$ cat config.mk
export PLATFORM = sky130hd
export DESIGN_NAME = js_string_escaper_top
export DESIGN_NICKNAME = d
export VERILOG_FILES = /design/src/sv/jse_pkg.sv /design/src/sv/jse_front.sv /design/src/sv/jse_queue.sv /design/src/sv/jse_back.sv /design/src/sv/js_string_escaper_top.sv
export SDC_FILE = /design/constraint.sdc
export NUM_CORES = 1
export LEC_CHECK = 0
export ABC_AREA = 1
export BUFFER_PORTS_ARGS = -buffer_cell sky130_fd_sc_hd__buf_2
export CELL_PAD_IN_SITES_DETAIL_PLACEMENT = 1
export CELL_PAD_IN_SITES_GLOBAL_PLACEMENT = 1
export CORE_MARGIN = 4
export CORE_UTILIZATION = 42
export CTS_BUF_LIST = sky130_fd_sc_hd__clkbuf_4 sky130_fd_sc_hd__clkbuf_8
export CTS_CLUSTER_DIAMETER = 60
export DETAILED_ROUTE_END_ITERATION = 10
export PLACE_DENSITY = 0.85
export SYNTH_ARGS = -nofsm -noshare
export SYNTH_HDL_FRONTEND = slang
export SYNTH_SLANG_ARGS = --single-unit
$ cat constraint.sdc
create_clock -name clk -period 3.4 [get_ports clk]
set_input_delay 0 -clock clk [delete_from_list [all_inputs] [get_ports clk]]
set_output_delay 0 -clock clk [all_outputs]
set_load 0.05 [all_outputs]
$ cat src/sv/jse_pkg.sv
// ----------------------------------------------------------------------------
// jse_pkg
// Types, character constants and byte sequencing functions shared by the
// front classifier, the descriptor queue and the output sequencer.
// ----------------------------------------------------------------------------
package jse_pkg;

  localparam int QUEUE_DEPTH_DEF = 2;

  typedef struct packed {
    logic [7:0] in_byte;
    logic       in_last;
  } in_item_t;

  typedef struct packed {
    logic [7:0] out_byte;
    logic       out_last;
  } out_item_t;

  typedef enum logic [2:0] {
    K_NONE,
    K_RAW,
    K_ESC2,
    K_UHEX,
    K_U202X
  } kind_t;

  // pre/post: number of held prefix bytes (E2, then 80) released around the body
  typedef struct packed {
    logic [1:0] pre;
    kind_t      kind;
    logic [7:0] arg;
    logic [1:0] post;
    logic       last;
  } desc_t;

  localparam logic [7:0] CH_QUOTE = 8'h22;
  localparam logic [7:0] CH_BSL   = 8'h5C;
  localparam logic [7:0] CH_U     = 8'h75;
  localparam logic [7:0] CH_0     = 8'h30;
  localparam logic [7:0] CH_2     = 8'h32;
  localparam logic [7:0] CH_8     = 8'h38;
  localparam logic [7:0] CH_9     = 8'h39;
  localparam logic [7:0] CH_B     = 8'h62;
  localparam logic [7:0] CH_F     = 8'h66;
  localparam logic [7:0] CH_N     = 8'h6E;
  localparam logic [7:0] CH_R     = 8'h72;
  localparam logic [7:0] CH_T     = 8'h74;
  localparam logic [7:0] BY_BS    = 8'h08;
  localparam logic [7:0] BY_FF    = 8'h0C;
  localparam logic [7:0] BY_LF    = 8'h0A;
  localparam logic [7:0] BY_CR    = 8'h0D;
  localparam logic [7:0] BY_TAB   = 8'h09;
  localparam logic [7:0] BY_CTRL  = 8'h20;
  localparam logic [7:0] BY_LEAD  = 8'hE2;
  localparam logic [7:0] BY_MID   = 8'h80;
  localparam logic [7:0] BY_LS    = 8'hA8;
  localparam logic [7:0] BY_PS    = 8'hA9;

  function automatic logic [7:0] hex_char(logic [3:0] n);
    if (n < 4'd10) begin
      return CH_0 + {4'd0, n};
    end
    return 8'h37 + {4'd0, n};
  endfunction

  function automatic logic [2:0] body_len(kind_t k);
    logic [2:0] r;
    unique case (k)
      K_RAW:   r = 3'd1;
      K_ESC2:  r = 3'd2;
      K_UHEX:  r = 3'd6;
      K_U202X: r = 3'd6;
      default: r = 3'd0;
    endcase
    return r;
  endfunction

  function automatic logic [3:0] desc_len(desc_t d);
    return {2'd0, d.pre} + {1'b0, body_len(d.kind)} + {2'd0, d.post};
  endfunction

  function automatic logic [7:0] prefix_byte(logic sel);
    return sel ? BY_MID : BY_LEAD;
  endfunction

  function automatic logic [7:0] body_byte(kind_t k, logic [7:0] arg, logic [2:0] pos);
    logic [7:0] r;
    r = 8'h00;
    unique case (k)
      K_RAW:  r = arg;
      K_ESC2: r = (pos == 3'd0) ? CH_BSL : arg;
      K_UHEX: begin
        case (pos) inside
          3'd0:       r = CH_BSL;
          3'd1:       r = CH_U;
          3'd2, 3'd3: r = CH_0;
          3'd4:       r = hex_char(arg[7:4]);
          default:    r = hex_char(arg[3:0]);
        endcase
      end
      K_U202X: begin
        case (pos) inside
          3'd0:       r = CH_BSL;
          3'd1:       r = CH_U;
          3'd2, 3'd4: r = CH_2;
          3'd3:       r = CH_0;
          default:    r = arg;
        endcase
      end
      default: r = 8'h00;
    endcase
    return r;
  endfunction

  function automatic logic [7:0] desc_byte(desc_t d, logic [2:0] idx);
    logic [3:0] i;
    logic [3:0] j;
    logic [3:0] k;
    logic [3:0] blen;
    logic [7:0] r;
    i    = {1'b0, idx};
    blen = {1'b0, body_len(d.kind)};
    j    = i - {2'd0, d.pre};
    k    = j - blen;
    if (i < {2'd0, d.pre}) begin
      r = prefix_byte(idx[0]);
    end else if (j < blen) begin
      r = body_byte(d.kind, d.arg, j[2:0]);
    end else begin
      r = prefix_byte(k[0]);
    end
    return r;
  endfunction

endpackage

$ cat src/sv/jse_front.sv
// ----------------------------------------------------------------------------
// jse_front
// Input classifier: tracks the held E2 / E2 80 prefix and turns each byte
// into a descriptor of the escaped bytes it causes.
// ----------------------------------------------------------------------------
module jse_front (
  input  logic               clk,
  input  logic               rst,
  input  logic               take,
  input  jse_pkg::in_item_t  item,
  output logic               q_push,
  output jse_pkg::desc_t     q_desc
);
  import jse_pkg::*;

  localparam logic [1:0] PH_NONE = 2'd0;
  localparam logic [1:0] PH_E2   = 2'd1;
  localparam logic [1:0] PH_E280 = 2'd2;

  logic [1:0] prefix;
  logic [1:0] prefix_next;
  logic [1:0] ph;
  logic [7:0] b;
  desc_t      d;

  always_comb begin
    b           = item.in_byte;
    ph          = (prefix == 2'd3) ? PH_NONE : prefix;
    d           = '0;
    d.kind      = K_NONE;
    prefix_next = PH_NONE;
    if (ph == PH_E2 && b == BY_MID) begin
      prefix_next = PH_E280;
    end else if (ph == PH_E280 && (b == BY_LS || b == BY_PS)) begin
      d.kind = K_U202X;
      d.arg  = (b == BY_LS) ? CH_8 : CH_9;
    end else begin
      d.pre = ph;
      unique case (b)
        CH_QUOTE: begin d.kind = K_ESC2; d.arg = CH_QUOTE; end
        CH_BSL:   begin d.kind = K_ESC2; d.arg = CH_BSL; end
        BY_BS:    begin d.kind = K_ESC2; d.arg = CH_B; end
        BY_FF:    begin d.kind = K_ESC2; d.arg = CH_F; end
        BY_LF:    begin d.kind = K_ESC2; d.arg = CH_N; end
        BY_CR:    begin d.kind = K_ESC2; d.arg = CH_R; end
        BY_TAB:   begin d.kind = K_ESC2; d.arg = CH_T; end
        BY_LEAD:  prefix_next = PH_E2;
        default: begin
          d.kind = (b < BY_CTRL) ? K_UHEX : K_RAW;
          d.arg  = b;
        end
      endcase
    end
    d.last = item.in_last;
    if (item.in_last) begin
      d.post      = prefix_next;
      prefix_next = PH_NONE;
    end
  end

  assign q_desc = d;
  assign q_push = take && (desc_len(d) != 4'd0);

  always_ff @(posedge clk) begin
    if (rst) begin
      prefix <= PH_NONE;
    end else if (take) begin
      prefix <= prefix_next;
    end
  end

endmodule

$ cat src/sv/jse_queue.sv
// ----------------------------------------------------------------------------
// jse_queue
// Short descriptor queue between the classifier and the output sequencer.
// ----------------------------------------------------------------------------
module jse_queue #(
  parameter int DEPTH = jse_pkg::QUEUE_DEPTH_DEF
) (
  input  logic            clk,
  input  logic            rst,
  input  logic            wr,
  input  jse_pkg::desc_t  wr_desc,
  input  logic            rd,
  output jse_pkg::desc_t  head,
  output logic            full,
  output logic            has_data
);
  import jse_pkg::*;

  localparam int PW = $clog2(DEPTH);
  localparam int CW = $clog2(DEPTH + 1);
  localparam logic [PW-1:0] LAST_PTR = PW'(DEPTH - 1);
  localparam logic [CW-1:0] FULL_CNT = CW'(DEPTH);

  desc_t         mem [DEPTH];
  logic [PW-1:0] wr_ptr;
  logic [PW-1:0] rd_ptr;
  logic [CW-1:0] count;
  logic          do_wr;
  logic          do_rd;

  assign full     = (count == FULL_CNT);
  assign has_data = (count != '0);
  assign head     = mem[rd_ptr];
  assign do_wr    = wr && !full;
  assign do_rd    = rd && has_data;

  always_ff @(posedge clk) begin
    if (do_wr) begin
      mem[wr_ptr] <= wr_desc;
    end
  end

  always_ff @(posedge clk) begin
    if (rst) begin
      wr_ptr <= '0;
      rd_ptr <= '0;
      count  <= '0;
    end else begin
      if (do_wr) begin
        wr_ptr <= (wr_ptr == LAST_PTR) ? '0 : wr_ptr + 1'b1;
      end
      if (do_rd) begin
        rd_ptr <= (rd_ptr == LAST_PTR) ? '0 : rd_ptr + 1'b1;
      end
      if (do_wr && !do_rd) begin
        count <= count + 1'b1;
      end else if (do_rd && !do_wr) begin
        count <= count - 1'b1;
      end
    end
  end

endmodule

$ cat src/sv/jse_back.sv
// ----------------------------------------------------------------------------
// jse_back
// Output sequencer: walks the head descriptor into the result register, one
// byte per cycle while the result register is empty or being popped.
// ----------------------------------------------------------------------------
module jse_back (
  input  logic               clk,
  input  logic               rst,
  input  jse_pkg::desc_t     head,
  input  logic               has_data,
  output logic               q_pop,
  input  logic               pop,
  output logic               empty,
  output jse_pkg::out_item_t result
);
  import jse_pkg::*;

  logic [2:0] idx;
  logic       res_valid;
  out_item_t  res;
  logic       advance;
  logic       at_end;
  logic [3:0] len;

  assign len     = desc_len(head);
  assign at_end  = ({1'b0, idx} == len - 4'd1);
  assign advance = has_data && (!res_valid || pop);
  assign q_pop   = advance && at_end;
  assign empty   = !res_valid;
  assign result  = res;

  always_ff @(posedge clk) begin
    if (rst) begin
      idx       <= '0;
      res_valid <= 1'b0;
    end else if (advance) begin
      res_valid <= 1'b1;
      idx       <= at_end ? 3'd0 : idx + 3'd1;
    end else if (pop) begin
      res_valid <= 1'b0;
    end
  end

  always_ff @(posedge clk) begin
    if (advance) begin
      res.out_byte <= desc_byte(head, idx);
      res.out_last <= head.last && at_end;
    end
  end

endmodule

$ cat src/sv/js_string_escaper_top.sv
// ----------------------------------------------------------------------------
// js_string_escaper_top
// String escaper: raw bytes in, escaped text bytes out, last flag carried.
// ----------------------------------------------------------------------------
// Bytes that pass unchanged flow at one byte per cycle while the receiver pops,
// each result passing through the descriptor queue and the result register.
// An escaped byte expands to two or six output bytes and a released prefix
// adds up to two more (at most eight per item); the output sequencer emits
// one byte per cycle while the receiver pops. Input keeps being taken while
// the descriptor queue (QUEUE_DEPTH entries) has room. A held E2 or E2 80
// produces no result until the next byte or the end of the string.
module js_string_escaper_top #(
  parameter int QUEUE_DEPTH = jse_pkg::QUEUE_DEPTH_DEF
) (
  input  logic               clk,
  input  logic               rst,
  input  logic               push,
  output logic               full,
  input  jse_pkg::in_item_t  item,
  output logic               empty,
  input  logic               pop,
  output jse_pkg::out_item_t result
);
  import jse_pkg::*;

  desc_t q_desc;
  desc_t head;
  logic  q_push;
  logic  q_pop;
  logic  has_data;

  jse_front u_front (
    .clk    (clk),
    .rst    (rst),
    .take   (push && !full),
    .item   (item),
    .q_push (q_push),
    .q_desc (q_desc)
  );

  jse_queue #(
    .DEPTH (QUEUE_DEPTH)
  ) u_queue (
    .clk      (clk),
    .rst      (rst),
    .wr       (q_push),
    .wr_desc  (q_desc),
    .rd       (q_pop),
    .head     (head),
    .full     (full),
    .has_data (has_data)
  );

  jse_back u_back (
    .clk      (clk),
    .rst      (rst),
    .head     (head),
    .has_data (has_data),
    .q_pop    (q_pop),
    .pop      (pop),
    .empty    (empty),
    .result   (result)
  );

endmodule

==> results.sh, run 1 <==
export IMPL_slew_headroom_pct=63.7
export IMPL_crit_arrival_ns=3.69
export IMPL_fin_ws_ns=-0.0774
export IMPL_grt_first_pass_wirelength_mm=16.8
export IMPL_yosysTopAreaCellShare_pct=34.4
export IMPL_cp_end_kind="flop"
export IMPL_io_pins=24
export IMPL_synthDistinctLibCells=32
export IMPL_rows=33
export IMPL_ys_seq_area_share_pct=40.6
export IMPL_cp_start_kind="flop"
export IMPL_avgSynthCellArea_um2=7.71
export IMPL_hold_path_class="input port to flop"
export IMPL_synth_cell_area_mm2=0.00358
export IMPL_rr_worst_depth=16
export IMPL_clkTransAtPathRegs_ns=0.11
export IMPL_wl_per_cell_um=16.3
export IMPL_clock_skew_ns=0.0112
export IMPL_dieHeight_um=100
export IMPL_cp_required_ns=3.61
export IMPL_drt_first_pass_iters=4
export IMPL_power_total_mw=4.00
export IMPL_cts_sinks=52
export IMPL_vdd_drop_max_uv=296
export IMPL_hpwlAfterDp_mm=7.94
export IMPL_track_usage_pct=21.1
export IMPL_syn_nets=499
export IMPL_cts_buffers=5
export IMPL_insertion_delay_ns=0.31
export IMPL_rsz0062_at_grt="yes"
export IMPL_start_util_pct=43.3
export IMPL_gp_congestion=0.884
export IMPL_power_density_mw_per_mm2=930
export IMPL_status="complete, but fails checks"
export IMPL_placed_area_mm2=0.00402
export IMPL_overflow=0
export IMPL_cts_tree="done"
export IMPL_first_iter_violations=107
export IMPL_via_per_inst=5.17
export IMPL_cap_violations=0
export IMPL_min_path_cells=3
export IMPL_cp_max_fo=5
export IMPL_p_leak_nw=2.02
export IMPL_die_x_um=100
export IMPL_antenna_found_initial=0
export IMPL_clk_root_buffer_cell="clkbuf_8"
export IMPL_drcViolationCount=0
export IMPL_area_growth_pct=20.2
export IMPL_insertedDiodeCount=0
export IMPL_final_net_count=557
export IMPL_core_mm2=0.00826
export IMPL_violations="setup timing"
export IMPL_drive_gt1_share_pct=23.9
export IMPL_cts_path_max_buffers=2
export IMPL_wl_mm=10.2
export IMPL_holdWs_ns=0.119
export IMPL_yosysTopAreaCell="edfxtp_1"
export IMPL_ant_nets=0
export IMPL_htree_levels=2
export IMPL_synth_area_top_cells="edfxtp_1 34%, nand2_1 12%, inv_1 7.5%"
export IMPL_dieArea_mm2=0.0101
export IMPL_grt_max_degree=19
export IMPL_synth_warnings=0
export IMPL_synthCells=464
export IMPL_setup_violations=2
export IMPL_tightestPinTransition_ns=0.539
export IMPL_min_period_ns=3.48
export IMPL_final_cells=628
export IMPL_first_global_vias=3503
export IMPL_max_freq_ghz=0.288
export IMPL_vias=3244
export IMPL_io_buffers=23
export IMPL_period_share_pct=102
export IMPL_drv_slew=0
export IMPL_finalHoldViolCount=0
export IMPL_mostFrequentLayoutCells="112 x nand2_1, 69 x inv_1, 61 x nor2_1, 41 x edfxtp_1, 29 x nand3_1"
export IMPL_ys_ff_latch=52
export IMPL_postLayoutCellArea_mm2=0.00430
export IMPL_critPathKind="flop to flop"
export IMPL_dp_cells=613
export IMPL_final_common_cell="nand2_1"
export IMPL_fin_tns_setup_ns=-0.0969
-- power by group --
part / internal, mW / switching [mW]
sequential: 0.890 / 0.0762
clock: 0.228 / 0.239
combinational: 0.883 / 1.68
-- cells in the mapped netlist --
library cell,instances
edfxtp_1,41
nand4_1,6
mux2i_1,3
a21oi_1,17
nand2_1,114
nor2_4,1
nor4b_1,1
xor2_1,6
nor2_2,6
inv_2,10
and2_1,1
o21ai_1,6
nand3b_1,2
a211o_1,1
a21boi_0,1
inv_1,71
o21ai_0,10
nand2_4,1
buf_6,3
fa_1,6
dfxtp_1,11
nor2_1,66
nand2_2,16
nand3_4,2
ha_1,16
o21ai_2,4
or2_2,1
nor3_1,8
nand3_1,29
nor3_2,2
mux2_2,1
o21bai_1,1
-- final timing paths --
path / endpoint / slack [ns] / start
hold / removal: u_queue.mem[0][7] / 0.12 / item[5]
setup reg to reg: u_queue.count[1] / -0.08 / flop
setup / recovery: u_queue.count[1] / -0.08 / flop
hold reg to reg: u_front.prefix[1] / 0.50 / u_front.prefix[1]
-- cell type report --
type | instances | area (um^2)
fillers | 1047 | 3960
multi-input cells | 328 | 1890
flip-flops and latches | 52 | 1460
repair buffers | 54 | 397
inverters | 81 | 307
well taps | 105 | 131
clock buffers | 5 | 68.8
clock inverters | 3 | 50.0
-- state kept, by name, indices dropped and copies added, names as in the netlist, named ones only --
| name | cells |
|---|---|
| u_queue.wr_ptr | 1 |
| u_queue.count | 2 |
| u_back.res_valid | 1 |
| u_back.idx | 3 |
| u_back.result | 9 |
| u_queue.mem | 32 |
| u_queue.rd_ptr | 1 |
| u_front.prefix | 2 |
-- cell families (layout without fill, tap and decap cells) --
logic type | Yosys count | count (layout) | share of synthesized area [%]
mux | 4 | 4 | 1.15
buf+inv | 84 | 143 | 9.44
xor+xnor | 6 | 6 | 1.47
simple gates | 256 | 256 | 32.1
flops | 52 | 52 | 40.6
compound gates | 40 | 40 | 6.26
fa+ha+maj | 22 | 22 | 8.95
-- what timing repair did --
item,4_1_cts,5_1_grt
endpoints found under the setup margin,2,38
gates resized for setup,12,14
cloned,0,0
pin swaps,3,7
hold buffers,3,0
hold endpoints to repair,7,0
buffers inserted,2,2
-- per-layer routing --
| layer | vias to the layer above | global-route usage, % | share of wire [%] |
|---|---|---|---|
| met5 | - | 0 | 0 |
| met4 | 0 | 6.22 | 2.0 |
| met3 | 20 | 2.99 | 2.2 |
| met2 | 50 | 40.6 | 55 |
| met1 | 1580 | 23.8 | 40 |
| li1 | 1594 | - | - |
-- per-stage QoR --
step           worst slack (ns)  utilization [%]
2_1_floorplan           -0.0697                -
6_report                -0.0774             52.1
4_1_cts                -0.00982             51.3
3_3_place_gp             0.0152             48.6
5_1_grt                  -0.221             52.1
3_5_place_dp             -0.236             48.6
-- worst max-delay path: stages (launching register included) --
cell	delay (ns)
dfxtp_4	0.39
buf_12	0.13
mux2i_4	0.19
ha_4	0.27
inv_2	0.04
fa_1	0.47
ha_2	0.20
fa_1	0.49
xor2_1	0.16
nor2_1	0.14
and2_4	0.18
nand2_4	0.06
ha_4	0.25
a21oi_2	0.12
o21ai_2	0.09
o21ai_1	0.14
a21oi_1	0.05
No activity file was read; power rests on OpenSTA's default activity.
==> inputs of run 2 (changes only) <==
Settings changed: CORE_UTILIZATION 42 to 45, PLACE_DENSITY 0.85 to 0.87.
Clock period 3.4 ns to 3.53 ns, I/O delays scaled along.
==> run 2 against run 1 <==
Against the previous run: the run now ends clean; worst setup slack better by 0.15 ns; highest routed layer unchanged; sequential power is 3.1% lower; combinational power is 3% lower; largest power group unchanged.
==> results.sh, run 2 (synthesis gave the netlist of run 1 again) <==
export IMPL_status="completed"
export IMPL_slowest_stage="fa_1"
export IMPL_cp_start_kind="flop"
export IMPL_drt_first_pass_iters=4
export IMPL_finalHoldViolCount=0
export IMPL_timing_rr_end="u_queue.count[1]"
export IMPL_dp_cells=606
export IMPL_largest_register="u_queue.mem"
export IMPL_rsz0062_at_grt="yes"
export IMPL_path_buf_inv=2
export IMPL_p_switching_mw=1.98
export IMPL_insertion_delay_ns=0.32
export IMPL_period_share_pct=97.9
export IMPL_rrSetupSlack_ns=0.07
export IMPL_wl_mm=11.0
export IMPL_crit_chain="buf_6 > mux2i_2 > ha_1 > inv_2 > fa_1 > ha_2 > fa_1 > xor2_1 > nor2_1 > and2_4 > nand2_4 > ha_4 > a21oi_2 > o21ai_2 > o21ai_1 > a21oi_1"
export IMPL_cts_buffers=5
export IMPL_setup_violations=0
export IMPL_route_met3_wl_um=281
export IMPL_io_buffers=23
export IMPL_cts_tree="done"
export IMPL_internal_power_mw=1.91
export IMPL_wl_per_cell_um=17.7
export IMPL_cap_violations=0
export IMPL_largest_register_ffs=32
export IMPL_area_growth_pct=19.8
export IMPL_power_density_mw_per_mm2=908
export IMPL_dieHeight_um=97.2
export IMPL_min_path_cells=3
export IMPL_sequentialPowerShare_pct=24.1
export IMPL_first_iter_violations=130
export IMPL_via_per_inst=5.28
export IMPL_tightestPinTransition_ns=0.548
export IMPL_holdPathEnd="u_queue.mem[0][7]"
export IMPL_drcViolationCount=0
export IMPL_fin_ws_ns=0.0729
export IMPL_ant_nets=0
export IMPL_switching_share_pct=51.0
export IMPL_gp_congestion=0.862
export IMPL_die_x_um=97.2
export IMPL_first_global_vias=3580
export IMPL_postLayoutCellArea_mm2=0.00429
export IMPL_clock_skew_ns=0.0128
export IMPL_rows=32
export IMPL_mostFrequentLayoutCells="112 x nand2_1, 69 x inv_1, 63 x nor2_1, 41 x edfxtp_1, 29 x nand3_1"
export IMPL_start_util_pct=46.3
export IMPL_clkTransAtPathRegs_ns=0.11
export IMPL_track_usage_pct=22.8
export IMPL_insertedDiodeCount=0
export IMPL_utilization_pct=55.5
export IMPL_rr_worst_depth=16
export IMPL_route_met2_wl_mm=6.12
export IMPL_final_common_cell="nand2_1"
export IMPL_max_stage_delay_ns=0.46
export IMPL_cp_required_ns=3.75
export IMPL_final_net_count=554
export IMPL_cp_end_kind="flop"
export IMPL_min_period_ns=3.46
export IMPL_io_pins=24
export IMPL_clk_root_buffer_cell="clkbuf_8"
export IMPL_final_cells=622
export IMPL_place_ws_ns=-0.256
export IMPL_slew_headroom_pct=63.1
export IMPL_critPathKind="flop to flop"
export IMPL_vdd_drop_max_uv=459
export IMPL_crit_arrival_ns=3.68
export IMPL_wl_met1_mm=4.24
export IMPL_grt_first_pass_wirelength_mm=17.4
export IMPL_cp_common_cell="fa_1"
export IMPL_drv_slew=0
export IMPL_core_mm2=0.00773
export IMPL_max_freq_ghz=0.289
export IMPL_holdWs_ns=0.0863
export IMPL_hpwlAfterDp_mm=7.96
export IMPL_grt_max_degree=19
export IMPL_p_leak_nw=2.03
export IMPL_cp_max_fo=4
export IMPL_dieArea_mm2=0.00944
export IMPL_antenna_found_initial=0
export IMPL_hold_path_class="input port to flop"
export IMPL_top_layer="met4"
export IMPL_vias=3285
export IMPL_placed_area_mm2=0.00396
export IMPL_cts_sinks=52
export IMPL_comb_power_share_pct=64.3
export IMPL_overflow=0
export IMPL_drive_gt1_share_pct=23.7
export IMPL_cts_path_max_buffers=2
export IMPL_cpLargestDelayFamily="adder cells"
export IMPL_clock_power_share_pct=11.7
export IMPL_htree_levels=2
export IMPL_min_from="item[5]"
## run 2: cell count changes in the layout (fill, tap and decap cells not counted), sizes merged
cell,delta
buf,-3
## run 2: worst max path at each step
stage                             endpoint  cells past startpoint              start
after floorplan           u_queue.count[1]                     17               flop
after global placement    u_queue.count[1]                     19               flop
after detailed placement  u_queue.count[1]                     17               flop
after CTS                 u_queue.count[1]                     16               flop
after global routing      u_queue.count[1]                     20  u_front.prefix[0]
final                     u_queue.count[1]                     16               flop
## run 2: worst min-delay path: stages
cell,delay (ns)
buf_2,0.12
nand3_1,0.09
nand3_1,0.09
## run 2: power groups by stage
stage | clock network (mW) | logic [mW] | registers (mW)
6_report | 0.454 | 2.50 | 0.936
3_5_place_dp | 0 | 2.26 | 0.940
5_1_grt | 0.481 | 2.76 | 0.951
3_3_place_gp | 0 | 2.12 | 0.922
2_1_floorplan | 0 | 1.48 | 1.10
4_1_cts | 0.453 | 2.36 | 0.930
## run 2: layer usage
layer  track usage (%)  vias to the layer above
met5                 0                        -
met1              24.6                     1600
met3              3.30                       29
met2              44.2                       66
li1                  -                     1590
met4              9.07                        0
## run 2: per-stage QoR
step / power (mW) / setup TNS (ns)
floorplan: 2.59 / 0
global placement: 3.04 / 0
detailed placement: 3.20 / -0.256
CTS: 3.75 / 0
global route: 4.19 / -0.128
finish: 3.89 / 0
## run 2: area by class of cell
type,instances,area [um^2]
Clock buffer,5,68.8
Clock inverter,3,50.0
Fill cell,974,3440
Inverter,81,307
Multi-Input combinational cell,328,1910
Sequential cell,52,1460
Tap cell,102,128
Timing Repair Buffer,51,365
## run 2: what timing repair did
item | in CTS | in global routing
gates resized for setup | 15 | 22
hold endpoints to repair | 7 | 0
pin swaps | 5 | 12
setup endpoints to repair | 2 | 34
hold buffers | 3 | 0
setup buffers | 0 | 5
==> inputs of run 3 (changes only) <==
Settings changed: ABC_AREA 1 to unset, PLACE_DENSITY 0.87 to 0.82.
==> run 3 against run 2 <==
Against the previous run: the run now ends with setup timing left; clock skew increased by 0.016 ns; fmax fell by 10%; final cell count is 12% lower; global-route usage increased by 1.7 points; hold slack got worse by 0.063 ns; final area increased by 9.8%; die area rose by 0.38%; sequential share of layout area fell by 3.0 points; sequential cell count unchanged.
==> results.sh, run 3 <==
export IMPL_cp_common_cell="fa_1"
export IMPL_clkTransAtPathRegs_ns=0.13
export IMPL_finalHoldViolCount=0
export IMPL_cts_sinks=52
export IMPL_mostFrequentLayoutCells="68 x buf_4, 41 x edfxtp_1, 32 x nor2_1, 24 x a21oi_1, 23 x buf_2"
export IMPL_fin_tns_setup_ns=-0.957
export IMPL_gp_congestion=0.883
export IMPL_htree_levels=2
export IMPL_synth_edf_count=41
export IMPL_clock_skew_ns=0.0285
export IMPL_area_growth_pct=31.0
export IMPL_wl_mm=12.4
export IMPL_cp_max_fo=6
export IMPL_syn_nets=385
export IMPL_status="complete, but fails checks"
export IMPL_cp_start_kind="flop"
export IMPL_violations="setup timing"
export IMPL_ys_flop_type="edfxtp_1"
export IMPL_min_path_cells=3
export IMPL_first_iter_violations=177
export IMPL_grt_first_pass_wirelength_mm=18.5
export IMPL_drive_gt1_share_pct=40.0
export IMPL_power_total_mw=3.97
export IMPL_cpLargestDelayFamily="adder cells"
export IMPL_insertion_delay_ns=0.35
export IMPL_tightestPinTransition_ns=0.616
export IMPL_rsz0062_at_grt="yes"
export IMPL_hold_path_class="input port to flop"
export IMPL_vdd_drop_max_uv=445
export IMPL_first_global_vias=3546
export IMPL_timing_rr_end="u_queue.count[1]"
export IMPL_min_from="pop"
export IMPL_grt_max_degree=20
export IMPL_cp_end_kind="flop"
export IMPL_path_buf_inv=2
export IMPL_p_leak_nw=1.88
export IMPL_fin_ws_ns=-0.328
export IMPL_cts_path_max_buffers=2
export IMPL_wl_per_cell_um=22.7
export IMPL_cap_violations=0
export IMPL_avgSynthCellArea_um2=10.3
export IMPL_synthArstFlopShare_pct=0
export IMPL_holdPathEnd="u_back.res_valid"
export IMPL_rr_worst_depth=14
export IMPL_drv_slew=0
export IMPL_slew_headroom_pct=58.7
export IMPL_largest_register_ffs=32
export IMPL_slowest_stage="fa_1"
export IMPL_antenna_found_initial=0
export IMPL_yosysTopAreaCell="edfxtp_1"
export IMPL_overflow=0
export IMPL_io_buffers=23
export IMPL_final_common_cell="buf_4"
export IMPL_clk_root_buffer_cell="clkbuf_8"
export IMPL_ys_ff_latch=52
export IMPL_synthCells=350
export IMPL_setup_violations=17
export IMPL_crit_chain="buf_8 > mux2i_4 > ha_1 > inv_2 > fa_1 > ha_2 > fa_1 > xor2_1 > nor4_2 > nand2_2 > ha_4 > xor2_2 > or3_4 > a21oi_2"
export IMPL_min_period_ns=3.86
export IMPL_power_density_mw_per_mm2=844
export IMPL_ant_nets=0
export IMPL_synthDistinctLibCells=70
export IMPL_max_freq_ghz=0.259
export IMPL_hpwlAfterDp_mm=7.62
export IMPL_critPathKind="flop to flop"
export IMPL_io_pins=24
export IMPL_period_share_pct=109
export IMPL_dieHeight_um=97.3
export IMPL_drt_first_pass_iters=5
export IMPL_final_net_count=479
export IMPL_synth_area_top_cells="edfxtp_1 34%, dfxtp_1 6.1%, ha_1 5.6%"
export IMPL_vias=3304
export IMPL_track_usage_pct=24.6
export IMPL_crit_arrival_ns=4.14
export IMPL_yosysTopAreaCellShare_pct=34.3
export IMPL_synth_warnings=0
export IMPL_die_x_um=97.3
export IMPL_largest_register="u_queue.mem"
export IMPL_path_depth=14
export IMPL_cts_buffers=5
export IMPL_cp_required_ns=3.81
export IMPL_start_util_pct=46.5
export IMPL_synth_cell_area_mm2=0.00359
export IMPL_ys_seq_area_share_pct=40.4
export IMPL_dieArea_mm2=0.00948
export IMPL_insertedDiodeCount=0
export IMPL_yosysMostFrequentCell="edfxtp_1"
export IMPL_drcViolationCount=0
export IMPL_rows=32
export IMPL_yosys_top_cells_count="41 x edfxtp_1, 35 x nor2_1, 26 x inv_1, 25 x a21oi_1, 21 x nand2_1"
export IMPL_core_mm2=0.00773
export IMPL_via_per_inst=6.04
export IMPL_max_stage_delay_ns=0.54
export IMPL_rrSetupSlack_ns=-0.33
export IMPL_cts_tree="done"
-- run 3: cell count changes in the layout (fill, tap and decap cells not counted), sizes merged, moves of 5 or more --
cell / previous run / this run
a21oi: 17 / 25
buf: 48 / 99
inv: 83 / 27
mux2: 1 / 11
mux2i: 3 / 16
nand2: 131 / 21
nand2b: 0 / 8
nand3: 31 / 7
nor2: 73 / 36
o211ai: 0 / 5
-- run 3: metrics by stage --
stage / worst slack (ns) / instance area [um^2] / hold slack, ns / instances / util, %
2_1_floorplan: -0.324 / 3630 / 0.0691 / 350 / -
5_1_grt: -0.490 / 4710 / 0.0319 / 547 / 60.9
4_1_cts: -0.171 / 4540 / 0.0360 / 537 / 58.8
3_3_place_gp: -0.180 / 4210 / 0.268 / 518 / 54.5
3_5_place_dp: -0.368 / 4210 / 0.271 / 518 / 54.5
6_report: -0.328 / 4710 / 0.0232 / 547 / 60.9
-- run 3: cell families after synthesis --
group / Yosys count / share of synthesized area (%)
AND/OR/NAND/NOR: 115 / 17.2
AO/OA/AOI/OAI: 84 / 15.6
flip-flops: 52 / 40.4
buffers and inverters: 41 / 5.85
multiplexers: 27 / 9.79
adder cells (fa/ha/maj): 22 / 8.92
XOR/XNOR: 9 / 2.19
-- run 3: cell type report --
class | instances | area, um^2
fill | 845 | 3020
inverter | 27 | 106
clock buffer | 5 | 68.8
multi-input combinational | 257 | 2130
clock inverter | 3 | 33.8
timing repair buffer | 101 | 782
sequential | 52 | 1460
tap | 102 | 128
-- run 3: report_power, final --
group / internal (mW) / total [mW] / switching (mW)
Clock: 0.150 / 0.409 / 0.259
Combinational: 1.06 / 2.60 / 1.54
Sequential: 0.851 / 0.964 / 0.113
Total: 2.06 / 3.97 / 1.91
-- run 3: worst max path at each step --
stage | startpoint | end | slack [ns]
after floorplan | flop | u_queue.count[1] | -0.32
after global placement | u_front.prefix[1] | u_queue.count[1] | -0.18
after detailed placement | u_front.prefix[1] | u_queue.count[1] | -0.37
after CTS | u_front.prefix[1] | u_queue.count[1] | -0.17
after global routing | flop | u_queue.count[1] | -0.49
final | flop | u_queue.count[1] | -0.33
-- run 3: worst register-to-register path: stages (launching register included) --
cell     delay (ns)
dfxtp_4        0.41
buf_8          0.15
mux2i_4        0.19
ha_1           0.30
inv_2          0.04
fa_1           0.54
ha_2           0.18
fa_1           0.42
xor2_1         0.16
nor4_2         0.36
nand2_2        0.16
ha_4           0.21
xor2_2         0.14
or3_4          0.37
a21oi_2        0.15
-- run 3: layer usage --
metal / global-route usage [%] / up-vias / share of wire [%]
met5: 0 / - / 0
met4: 11.6 / 0 / 4.7
met3: 3.88 / 43 / 4.5
met2: 45.2 / 125 / 53
met1: 27.5 / 1662 / 38
li1: - / 1474 / -
-- run 3: timing repair --
item                       in CTS  in global routing
hold buffers                    2                  0
setup endpoints to repair      44                 29
gates resized for setup        27                 23
cloned                          1                  0
hold endpoints to repair        3                  0
setup buffers                   8                 12
pin swaps                       4                 17
